**src/hdl/nsfp_pkg.sv**
```systemverilog
// Package: shared types, constants and field-map table for the NMEA sentence field parser.
`default_nettype none
package nsfp_pkg;

  localparam int DefSatSlots  = 16;
  localparam int DefMaxFields = 31;

  localparam logic [7:0] CH_DOLLAR = 8'h24;
  localparam logic [7:0] CH_COMMA  = 8'h2C;
  localparam logic [7:0] CH_STAR   = 8'h2A;
  localparam logic [7:0] CH_PLUS   = 8'h2B;
  localparam logic [7:0] CH_MINUS  = 8'h2D;
  localparam logic [7:0] CH_POINT  = 8'h2E;
  localparam logic [7:0] CH_SPACE  = 8'h20;
  localparam logic [7:0] CH_ZERO   = 8'h30;
  localparam logic [7:0] CH_NINE   = 8'h39;

  localparam logic [23:0] TAG_RMC = 24'h524D43;
  localparam logic [23:0] TAG_GSV = 24'h475356;
  localparam logic [23:0] TAG_GGA = 24'h474741;
  localparam logic [23:0] TAG_GSA = 24'h475341;
  localparam logic [23:0] TAG_VTG = 24'h565447;
  localparam logic [23:0] TAG_ZDA = 24'h5A4441;

  localparam logic [2:0] KIND_RMC = 3'd0;
  localparam logic [2:0] KIND_GSV = 3'd1;
  localparam logic [2:0] KIND_GGA = 3'd2;
  localparam logic [2:0] KIND_GSA = 3'd3;
  localparam logic [2:0] KIND_VTG = 3'd4;
  localparam logic [2:0] KIND_ZDA = 3'd5;
  localparam logic [2:0] KIND_UNKNOWN = 3'd7;

  localparam logic [1:0] VK_INT  = 2'd0;
  localparam logic [1:0] VK_DEC  = 2'd1;
  localparam logic [1:0] VK_CHAR = 2'd2;

  localparam logic [7:0] NOMAP = 8'hFF;
  localparam logic [47:0] CAP47 = 48'h8000_0000_0000;

  // One finished field, as handed from the front to the back.
  typedef struct packed {
    logic [2:0]  kind;
    logic [5:0]  field;
    logic [4:0]  target;
    logic [1:0]  vkind;
    logic        neg;
    logic [47:0] mant;
    logic [3:0]  frac;
    logic [7:0]  first;
    logic [7:0]  msg;
  } fld_t;

  // One result beat.
  typedef struct packed {
    logic [2:0]  kind;
    logic [4:0]  field;
    logic [4:0]  target;
    logic [3:0]  slot;
    logic [1:0]  vkind;
    logic [47:0] number;
    logic [3:0]  frac;
    logic [7:0]  first;
  } res_t;

  // Field map entry: target + 32 * value kind, or NOMAP.
  function automatic logic [7:0] fmap(input logic [2:0] kind, input logic [5:0] fld);
    logic [7:0] e;
    e = NOMAP;
    if (fld != 6'd0 && fld < 6'd20) begin
      unique case (kind)
        KIND_RMC: begin
          case (fld)
            6'd1: e = 8'd32; 6'd2: e = 8'd65; 6'd3: e = 8'd34; 6'd4: e = 8'd67;
            6'd5: e = 8'd36; 6'd6: e = 8'd69; 6'd7: e = 8'd38; 6'd8: e = 8'd39;
            6'd9: e = 8'd8;  6'd12: e = 8'd73;
            default: e = NOMAP;
          endcase
        end
        KIND_GSV: begin
          if (fld <= 6'd3) e = 8'd10;
          else e = 8'd11 + {6'd0, fld[1:0]};
        end
        KIND_GGA: begin
          case (fld)
            6'd1: e = 8'd32; 6'd2: e = 8'd34; 6'd3: e = 8'd67; 6'd4: e = 8'd36;
            6'd5: e = 8'd69; 6'd6: e = 8'd15; 6'd7: e = 8'd10; 6'd8: e = 8'd48;
            6'd9: e = 8'd49; 6'd11: e = 8'd50; 6'd14: e = 8'd19;
            default: e = NOMAP;
          endcase
        end
        KIND_GSA: begin
          case (fld)
            6'd1: e = 8'd73; 6'd2: e = 8'd15; 6'd15: e = 8'd52; 6'd16: e = 8'd48;
            6'd17: e = 8'd53; 6'd18, 6'd19: e = NOMAP;
            default: e = 8'd11;
          endcase
        end
        KIND_VTG: begin
          case (fld)
            6'd1: e = 8'd54; 6'd3: e = 8'd39; 6'd5: e = 8'd38; 6'd7: e = 8'd55;
            6'd9: e = 8'd73;
            default: e = NOMAP;
          endcase
        end
        KIND_ZDA: begin
          case (fld)
            6'd1: e = 8'd32; 6'd2: e = 8'd24; 6'd3: e = 8'd25; 6'd4: e = 8'd26;
            6'd5: e = 8'd27; 6'd6: e = 8'd28;
            default: e = NOMAP;
          endcase
        end
        default: e = NOMAP;
      endcase
    end
    return e;
  endfunction

endpackage
`default_nettype wire

```
**src/hdl/nmea_sentence_field_parser.sv**
```systemverilog
// Top level of the NMEA sentence field parser.
`default_nettype none
// NMEA-0183 field parser. Push one character per beat on in_char_in; a result
// beat appears for each mapped, nonempty field when its ',' or '*' arrives
// (an out-of-range satellite slot is dropped). The block accepts one character
// every cycle while full is low. The front end updates its field state as each
// character is accepted, and a four-entry field queue plus an output register
// let the back end compute satellite slots and format values independently, so
// a stalled reader only stops input (full rises) once that queue fills. Each
// closed field goes into the queue, then the output register, until popped.
// There is no checksum check; the reset state is ready for a '$'.
module nmea_sentence_field_parser import nsfp_pkg::*; #(
  parameter int SAT_SLOTS  = DefSatSlots,
  parameter int MAX_FIELDS = DefMaxFields
) (
  input  wire logic        clk,
  input  wire logic        rst_n,
  input  wire logic        push,
  output logic             full,
  input  wire logic [7:0]  in_char_in,
  output logic             empty,
  input  wire logic        pop,
  output logic [2:0]       out_sentence_kind,
  output logic [4:0]       out_field_number,
  output logic [4:0]       out_target,
  output logic [3:0]       out_sat_slot,
  output logic [1:0]       out_value_kind,
  output logic signed [47:0] out_number,
  output logic [3:0]       out_fraction_digits,
  output logic [7:0]       out_first_char
);

  fld_t fld;
  logic fld_vld, fld_full;
  res_t res;

  // The front only advances when the queue can take a possible field beat.
  nsfp_front #(.MAX_FIELDS(MAX_FIELDS)) u_front (
    .clk, .rst_n, .ch_vld(push && !full), .ch(in_char_in), .fld, .fld_vld);

  nsfp_back #(.SAT_SLOTS(SAT_SLOTS)) u_back (
    .clk, .rst_n, .fld_vld, .fld, .fld_full, .res, .res_empty(empty), .res_pop(pop));

  assign full                = fld_full;
  assign out_sentence_kind   = res.kind;
  assign out_field_number    = res.field;
  assign out_target          = res.target;
  assign out_sat_slot        = res.slot;
  assign out_value_kind      = res.vkind;
  assign out_number          = res.number;
  assign out_fraction_digits = res.frac;
  assign out_first_char      = res.first;

endmodule
`default_nettype wire

```
**src/hdl/nsfp_front.sv**
```systemverilog
// Front end: sentence framing, header detection and per-character number accumulation.
`default_nettype none
module nsfp_front import nsfp_pkg::*; #(
  parameter int MAX_FIELDS = DefMaxFields
) (
  input  wire logic       clk,
  input  wire logic       rst_n,
  input  wire logic       ch_vld,
  input  wire logic [7:0] ch,
  output fld_t            fld,
  output logic            fld_vld
);

  logic        in_sent_r, in_sent_nxt;
  logic [2:0]  kind_r, kind_nxt;
  logic [5:0]  fcnt_r, fcnt_nxt;
  logic [23:0] hwin_r, hwin_nxt;
  logic [5:0]  hits_r, hits_nxt;
  logic [47:0] mant_r, mant_nxt;
  logic [3:0]  frac_r, frac_nxt;
  logic        neg_r, neg_nxt, pt_r, pt_nxt, stop_r, stop_nxt, start_r, start_nxt;
  logic [7:0]  first_r, first_nxt;
  logic [7:0]  gsv_r, gsv_nxt;
  logic [7:0]  ent;
  logic        dec, is_dig, is_sep;
  logic [51:0] prod;
  logic [2:0]  kpick;

  assign ent    = fmap(kind_r, fcnt_r);
  assign dec    = (ent != NOMAP) && (ent[7:5] == 3'd1);
  assign is_dig = (ch >= CH_ZERO) && (ch <= CH_NINE);
  assign is_sep = (ch == CH_COMMA) || (ch == CH_STAR);
  assign prod   = {4'd0, mant_r} * 52'd10 + {48'd0, ch[3:0] - 4'd0};

  always_comb begin
    kpick = KIND_UNKNOWN;
    for (int k = 5; k >= 0; k--) if (hits_r[k]) kpick = 3'(k);
  end

  always_comb begin
    in_sent_nxt = in_sent_r; kind_nxt = kind_r; fcnt_nxt = fcnt_r;
    hwin_nxt = hwin_r; hits_nxt = hits_r; mant_nxt = mant_r; frac_nxt = frac_r;
    neg_nxt = neg_r; pt_nxt = pt_r; stop_nxt = stop_r; start_nxt = start_r;
    first_nxt = first_r; gsv_nxt = gsv_r;
    fld_vld = 1'b0;
    fld.kind = kind_r; fld.field = fcnt_r; fld.target = ent[4:0];
    fld.vkind = ent[6:5]; fld.neg = neg_r; fld.mant = mant_r; fld.frac = frac_r;
    fld.first = first_r; fld.msg = gsv_r;
    if (ch_vld && ch != 8'd0) begin
      if (ch == CH_DOLLAR) begin
        in_sent_nxt = 1'b1; kind_nxt = KIND_UNKNOWN; fcnt_nxt = '0;
        hwin_nxt = '0; hits_nxt = '0; gsv_nxt = '0;
        mant_nxt = '0; frac_nxt = '0; neg_nxt = 1'b0; pt_nxt = 1'b0;
        stop_nxt = 1'b0; start_nxt = 1'b0; first_nxt = '0;
      end else if (in_sent_r) begin
        if (is_sep) begin
          if (fcnt_r == '0) kind_nxt = kpick;
          else fld_vld = (ent != NOMAP) && (first_r != 8'd0);
          // The GSV message number is latched when its field closes.
          if (fld_vld && kind_r == KIND_GSV && fcnt_r == 6'd2)
            gsv_nxt = neg_r ? 8'd0 : ((mant_r > 48'd255) ? 8'd255 : mant_r[7:0]);
          if (ch == CH_STAR || fcnt_r >= 6'(MAX_FIELDS)) in_sent_nxt = 1'b0;
          else fcnt_nxt = fcnt_r + 6'd1;
          mant_nxt = '0; frac_nxt = '0; neg_nxt = 1'b0; pt_nxt = 1'b0;
          stop_nxt = 1'b0; start_nxt = 1'b0; first_nxt = '0;
        end else begin
          if (first_r == 8'd0) first_nxt = ch;
          if (fcnt_r == '0) begin
            hwin_nxt = {hwin_r[15:0], ch};
            hits_nxt = hits_r | {hwin_nxt == TAG_ZDA, hwin_nxt == TAG_VTG,
                                 hwin_nxt == TAG_GSA, hwin_nxt == TAG_GGA,
                                 hwin_nxt == TAG_GSV, hwin_nxt == TAG_RMC};
          end else if (!stop_r) begin
            if (!start_r && (ch == CH_SPACE || (ch >= 8'd9 && ch <= 8'd13))) begin
              // leading white space skipped
            end else if (!start_r && (ch == CH_PLUS || ch == CH_MINUS)) begin
              start_nxt = 1'b1;
              if (ch == CH_MINUS) neg_nxt = 1'b1;
            end else if (is_dig) begin
              start_nxt = 1'b1;
              if (mant_r < CAP47 && !(pt_r && frac_r == 4'd15)) begin
                mant_nxt = (prod > {4'd0, CAP47}) ? CAP47 : prod[47:0];
                if (pt_r) frac_nxt = frac_r + 4'd1;
              end
            end else if (ch == CH_POINT && dec && !pt_r) begin
              pt_nxt = 1'b1; start_nxt = 1'b1;
            end else begin
              stop_nxt = 1'b1;
            end
          end
        end
      end
    end
  end

  always_ff @(posedge clk) begin
    if (!rst_n) begin
      in_sent_r <= 1'b0; kind_r <= KIND_UNKNOWN; fcnt_r <= '0; hwin_r <= '0;
      hits_r <= '0; mant_r <= '0; frac_r <= '0; neg_r <= 1'b0; pt_r <= 1'b0;
      stop_r <= 1'b0; start_r <= 1'b0; first_r <= '0; gsv_r <= '0;
    end else begin
      in_sent_r <= in_sent_nxt; kind_r <= kind_nxt; fcnt_r <= fcnt_nxt;
      hwin_r <= hwin_nxt; hits_r <= hits_nxt; mant_r <= mant_nxt;
      frac_r <= frac_nxt; neg_r <= neg_nxt; pt_r <= pt_nxt; stop_r <= stop_nxt;
      start_r <= start_nxt; first_r <= first_nxt; gsv_r <= gsv_nxt;
    end
  end

endmodule
`default_nettype wire

```
**src/hdl/nsfp_back.sv**
```systemverilog
// Back end: satellite slot computation, value formatting and result queue.
`default_nettype none
module nsfp_back import nsfp_pkg::*; #(
  parameter int SAT_SLOTS = DefSatSlots
) (
  input  wire logic  clk,
  input  wire logic  rst_n,
  input  wire logic  fld_vld,
  input  fld_t       fld,
  output logic       fld_full,
  output res_t       res,
  output logic       res_empty,
  input  wire logic  res_pop
);

  localparam int QD = 4;
  fld_t        q_r [QD];
  logic [1:0]  wp_r, rp_r;
  logic [2:0]  cnt_r;
  res_t        out_r;
  logic        ov_r;
  fld_t        h;
  logic        take, drop, ok;
  logic [9:0]  slot;
  logic [7:0]  msg;
  logic        push;

  assign fld_full = (cnt_r == 3'(QD));
  assign h        = q_r[rp_r];
  assign push     = fld_vld && !fld_full;
  assign take     = (cnt_r != 3'd0) && (!ov_r || res_pop);

  always_comb begin
    msg  = h.msg;
    drop = 1'b0;
    slot = '0;
    if (h.target >= 5'd11 && h.target <= 5'd14) begin
      if (h.kind == KIND_GSV) begin
        slot = ({2'd0, msg} - 10'd1) * 10'd4 + 10'(({4'd0, h.field} - 10'd4) >> 2);
        if (msg == 8'd0) drop = 1'b1;
      end else begin
        slot = {4'd0, h.field} - 10'd3;
      end
      if (slot >= 10'(SAT_SLOTS)) drop = 1'b1;
    end
    ok = !drop;
  end

  always_ff @(posedge clk) begin
    if (push) q_r[wp_r] <= fld;
    if (take && ok) begin
      out_r.kind   <= h.kind;
      out_r.field  <= h.field[4:0];
      out_r.target <= h.target;
      out_r.slot   <= slot[3:0];
      out_r.vkind  <= h.vkind;
      out_r.number <= (h.vkind == VK_CHAR) ? 48'd0 :
                      h.neg ? (48'd0 - h.mant) :
                      ((h.mant >= CAP47) ? CAP47 - 48'd1 : h.mant);
      out_r.frac   <= (h.vkind == VK_DEC) ? h.frac : 4'd0;
      out_r.first  <= (h.vkind == VK_CHAR) ? h.first : 8'd0;
    end
    if (!rst_n) begin
      wp_r <= '0; rp_r <= '0; cnt_r <= '0; ov_r <= 1'b0;
    end else begin
      if (push) wp_r <= wp_r + 2'd1;
      if (take) rp_r <= rp_r + 2'd1;
      cnt_r <= cnt_r + 3'(push) - 3'(take);
      if (take) ov_r <= ok;
      else if (res_pop) ov_r <= 1'b0;
    end
  end

  assign res       = out_r;
  assign res_empty = !ov_r;

  // A result register never changes while it waits to be taken.
  a_hold: assert property (@(posedge clk) disable iff (!rst_n)
    ov_r && !res_pop |=> ov_r && $stable(out_r)) else $error("result changed");
  a_cnt: assert property (@(posedge clk) disable iff (!rst_n)
    cnt_r <= 3'(QD)) else $error("queue overflow");
  a_take: assert property (@(posedge clk) disable iff (!rst_n)
    take |-> cnt_r != 3'd0) else $error("pop from empty queue");

endmodule
`default_nettype wire
```
**config.mk**
```make
export PLATFORM = sky130hd
export DESIGN_NAME = nmea_sentence_field_parser
export DESIGN_NICKNAME = d
export VERILOG_FILES = /design/src/hdl/nsfp_pkg.sv /design/src/hdl/nmea_sentence_field_parser.sv /design/src/hdl/nsfp_front.sv /design/src/hdl/nsfp_back.sv
export SDC_FILE = /design/constraint.sdc
export NUM_CORES = 1
export LEC_CHECK = 0
export BUFFER_PORTS_ARGS = -buffer_cell sky130_fd_sc_hd__buf_4
export CORE_MARGIN = 2
export CORE_UTILIZATION = 55
export CTS_BUF_LIST = sky130_fd_sc_hd__clkbuf_8
export DETAILED_ROUTE_END_ITERATION = 10
export HOLD_SLACK_MARGIN = 0.15
export PLACE_DENSITY = 0.72
export REMOVE_ABC_BUFFERS = 1
export SKIP_CTS_REPAIR_TIMING = 1
export SYNTH_ARGS = -nofsm -noshare
export SYNTH_HDL_FRONTEND = slang
export SYNTH_SLANG_ARGS = --single-unit
```
**constraint.sdc**
```tcl
create_clock -name clk -period 9.2 [get_ports clk]
set_input_delay 0 -clock clk [delete_from_list [all_inputs] [get_ports clk]]
set_output_delay 0 -clock clk [all_outputs]
set_load 0.05 [all_outputs]
```
==> results.cfg <==
[pwr]
combPwrFrac_pct = 25.6
switching_power_w = 0.002237
switching_share_pct = 33.25
p_seq_share_pct = 45.7
ir_drop_v = 0.0002623
finalPower_w = 0.006730
power_density_nw_per_um2 = 221.9
leakagePower_nw = 10.81
intPower_w = 0.004492
clock_power_share_pct = 28.7

[logic_synthesis]
synth_top_area_share_pct = 46.02
synth_seq_cells = 548
syn_avg_cell_area_um2 = 12.44
synth_area_leaders = edfxtp_1 (46%), dfxtp_1 (9.4%), mux4_2 (6.9%), ha_1 (5.7%), nand2_1 (2.6%)
async_flop_share_pct = 0
syn_area_um2 = 27340
synth_enable_flop_cells = 419
synth_cell_types = 95
synthesis.instances = 2198
yosysSeqAreaShare_pct = 55.47
yosys.area.top_type = edfxtp_1
synth_ff_type = edfxtp_1
yosysWarnings = 0

[die]
core_area_um2 = 49050
fp.dieW_um = 226.9
boundaryPins = 93
initial_core_util_pct = 55.73
rows = 81
fp.dieArea_um2 = 51500
die_h_um = 226.9

[route]
ant_nets = 0
num_vias = 18650
avgViaCountPerCell = 6.138
dr.pass1.iters = 7
wire_per_inst_um = 21.43
drt_iter0_drc = 1612
wl_um = 65130
drc = 0

[timing]
finalSetupViolCount = 0
worst_slew_pin_slew_ns = 1.193
fin_crit_sh_pct = 68.34
slew_headroom_pct = 20.47
layout_setup_ws_ns = 2.913
hold_viol_final = 0
fmax_mhz = 159.0
finClkSkew_ns = 0.03127
period_minus_slack_ns = 6.287
rsz0062_at_grt = false
slew_viol_final = 0
finalSetupTns_ns = 0

[min_path]
hold_class = input pin to register
min_from = in_char_in[5]
holdPathStages = 4
worstHoldEndpoint = u_front.first_r[5]

[setup_path]
path_class = register to register
ff2ff_setup_slack_ns = 2.91
required_ns = 9.48
crit_path_start_kind = register
crit_buf_inv = 2
cp_common_cell = a21oi_1
path_cells = mux4_2 > inv_1 > ha_1 > nor3b_1 > ha_1 > a21oi_1 > o21ai_0 > a21oi_1 > or3b_1 > a21oi_1 > a21oi_1 > nor4_1 > o31a_2 > buf_4
cpMaxStageDelayCell = dfxtp_4
slowest_delay_ns = 1.00
r2r-end = u_back.res[48]
setup.worst_path.end_class = register
critical_path_peak_fanout = 63
critPathArrivalTime_ns = 6.57
worstRegToRegCells = 14
path_delay_family = compound AO/OA/AOI/OAI gates

[finish]
stdcell_area_um2 = 30320
fin_util_pct = 61.82
drive_above_1_share_pct = 15.20
num_antenna_cells = 0
area_delta_synth_final_pct = 10.93
final_net_count = 2450

[cts]
cts_tree = done
clockRootBuffer = clkbuf_8
cts_buffers = 86
cts_num_sinks = 548
clkTransAtPathRegs_ns = 0.06
cts_max_level = 3
clockBufferDepth = 3
clock_latency_ns = 0.68

[placement]
io_buffer_count = 92
dp_slack_ns = 2.825
place_congestion = 0.9009
place_area_um2 = 28560
dpl.hpwl_um = 43840

[global_route]
grt_pass1_wl_um = 101500
grt_usage_pct = 25.58
first_global_vias = 18370
antenna_found_initial = 1
grt_overflow = 0
grt_max_degree = 68

[status]
status = finished, final reports clean

[run]
max_cap_violations = 0
[synth_stat cells (all sizes together) (42+ instances only)]
cell type / count
edfxtp: 419
nand2: 187
nor2: 156
dfxtp: 129
ha: 125
a21oi: 106
mux4: 84
nor3: 84
xnor2: 80
o21ai: 70
clkbuf: 57
inv: 50
nand3: 47
a32o: 45
a211oi: 43
xor2: 42
[stage by stage]
stage / hold slack [ns] / cells
global placement: 0.2984 / 2871
floorplan: 0.06194 / 2100
detailed placement: 0.3070 / 2871
finish: 0.1549 / 3039
global route: 0.1794 / 3039
CTS: -0.4212 / 3025
[logic make-up (layout without fill, tap and decap cells)]
| family | count (synthesis) | in the layout | synth area share [%] |
|---|---|---|---|
| buffers and inverters | 149 | 326 | 2.334 |
| XOR/XNOR | 122 | 122 | 3.909 |
| multiplexers | 100 | 100 | 7.534 |
| flip-flops | 548 | 548 | 55.47 |
| AND/OR/NAND/NOR | 698 | 698 | 13.13 |
| adder cells (fa/ha/maj) | 129 | 129 | 6.014 |
| AO/OA/AOI/OAI | 452 | 452 | 11.61 |
[worst register-to-register path, stage by stage, from the launching register on]
cell     delay, ns
dfxtp_4       1.00
mux4_2        0.71
inv_1         0.16
ha_1          0.23
nor3b_1       0.56
ha_1          0.38
a21oi_1       0.21
o21ai_0       0.10
a21oi_1       0.28
or3b_1        0.39
a21oi_1       0.16
a21oi_1       0.09
nor4_1        0.32
o31a_2        0.49
buf_4         0.77
[layout make-up]
| type | instances | area [um2] |
|---|---|---|
| sequential | 548 | 15170 |
| tap | 664 | 830.8 |
| inverter | 51 | 191.4 |
| clock buffer | 99 | 1363 |
| fill | 3862 | 18730 |
| timing repair buffer | 121 | 943.4 |
| clock inverter | 55 | 261.5 |
| multi-input combinational | 1501 | 11560 |
[flip-flops by register name, indices dropped and copies added (netlist names), 2 cells and up, named ones only]
name / flops
u_back.q_r: 340
u_back.res: 79
u_front.mant_r: 48
u_front.hwin_r: 16
u_front.first_r: 8
u_front.gsv_r: 8
u_front.fcnt_r: 6
u_front.hits_r: 6
u_front.frac_r: 4
u_back.cnt_r: 3
u_front.kind_r: 3
u_back.rp_r: 2
u_back.wp_r: 2
[worst max-delay path by stage]
stage	startpoint	to	slack [ns]	cells after the start
floorplan	register	u_back.res[0]	0.03	17
global placement	register	u_back.res[49]	3.11	14
detailed placement	register	u_back.res[49]	2.83	14
CTS	register	u_back.res[55]	2.77	14
global route	register	u_back.res[45]	2.35	14
finish	register	u_back.res[48]	2.91	14
[cell usage in the layout (no fill, tap or decap), types with 9 or more instances in the layout]
cell,instances
and2_1,28
buf_4,107
nand2_1,187
nor2b_1,17
dfxtp_1,127
nand4_1,28
clkinv_1,10
o21ai_0,56
mux4_2,84
nor4_1,31
nor3b_1,9
nor3_1,78
nand3_1,46
ha_1,125
and3_1,11
inv_1,79
mux2i_1,10
a21oi_1,106
a31oi_1,18
o21ai_1,13
a32o_1,45
a211oi_1,43
clkinv_2,12
or3_1,12
o2111ai_1,9
o21a_1,9
xor2_1,42
xnor2_1,80
edfxtp_1,419
a21o_1,19
a21boi_0,35
nand2b_1,17
nor2_1,155
nand3b_1,10
dlygate4sd3_1,14
clkbuf_8,99
[power groups by stage]
stage          Clock [W]  Sequential [W]  Combinational, W
2_1_floorplan          0         0.00374          0.000616
3_3_place_gp           0         0.00313           0.00171
3_5_place_dp           0         0.00313           0.00172
4_1_cts          0.00197         0.00308           0.00173
5_1_grt          0.00208         0.00310           0.00182
6_report         0.00193         0.00307           0.00172
[routing by layer]
metal  GRT usage, %  routed length (um)
met4          9.277                1952
met5              0                   0
met3          3.769                4432
met2          40.20               29720
met1          36.54               29020
Note: power is estimated with default switching activity, not from simulation.
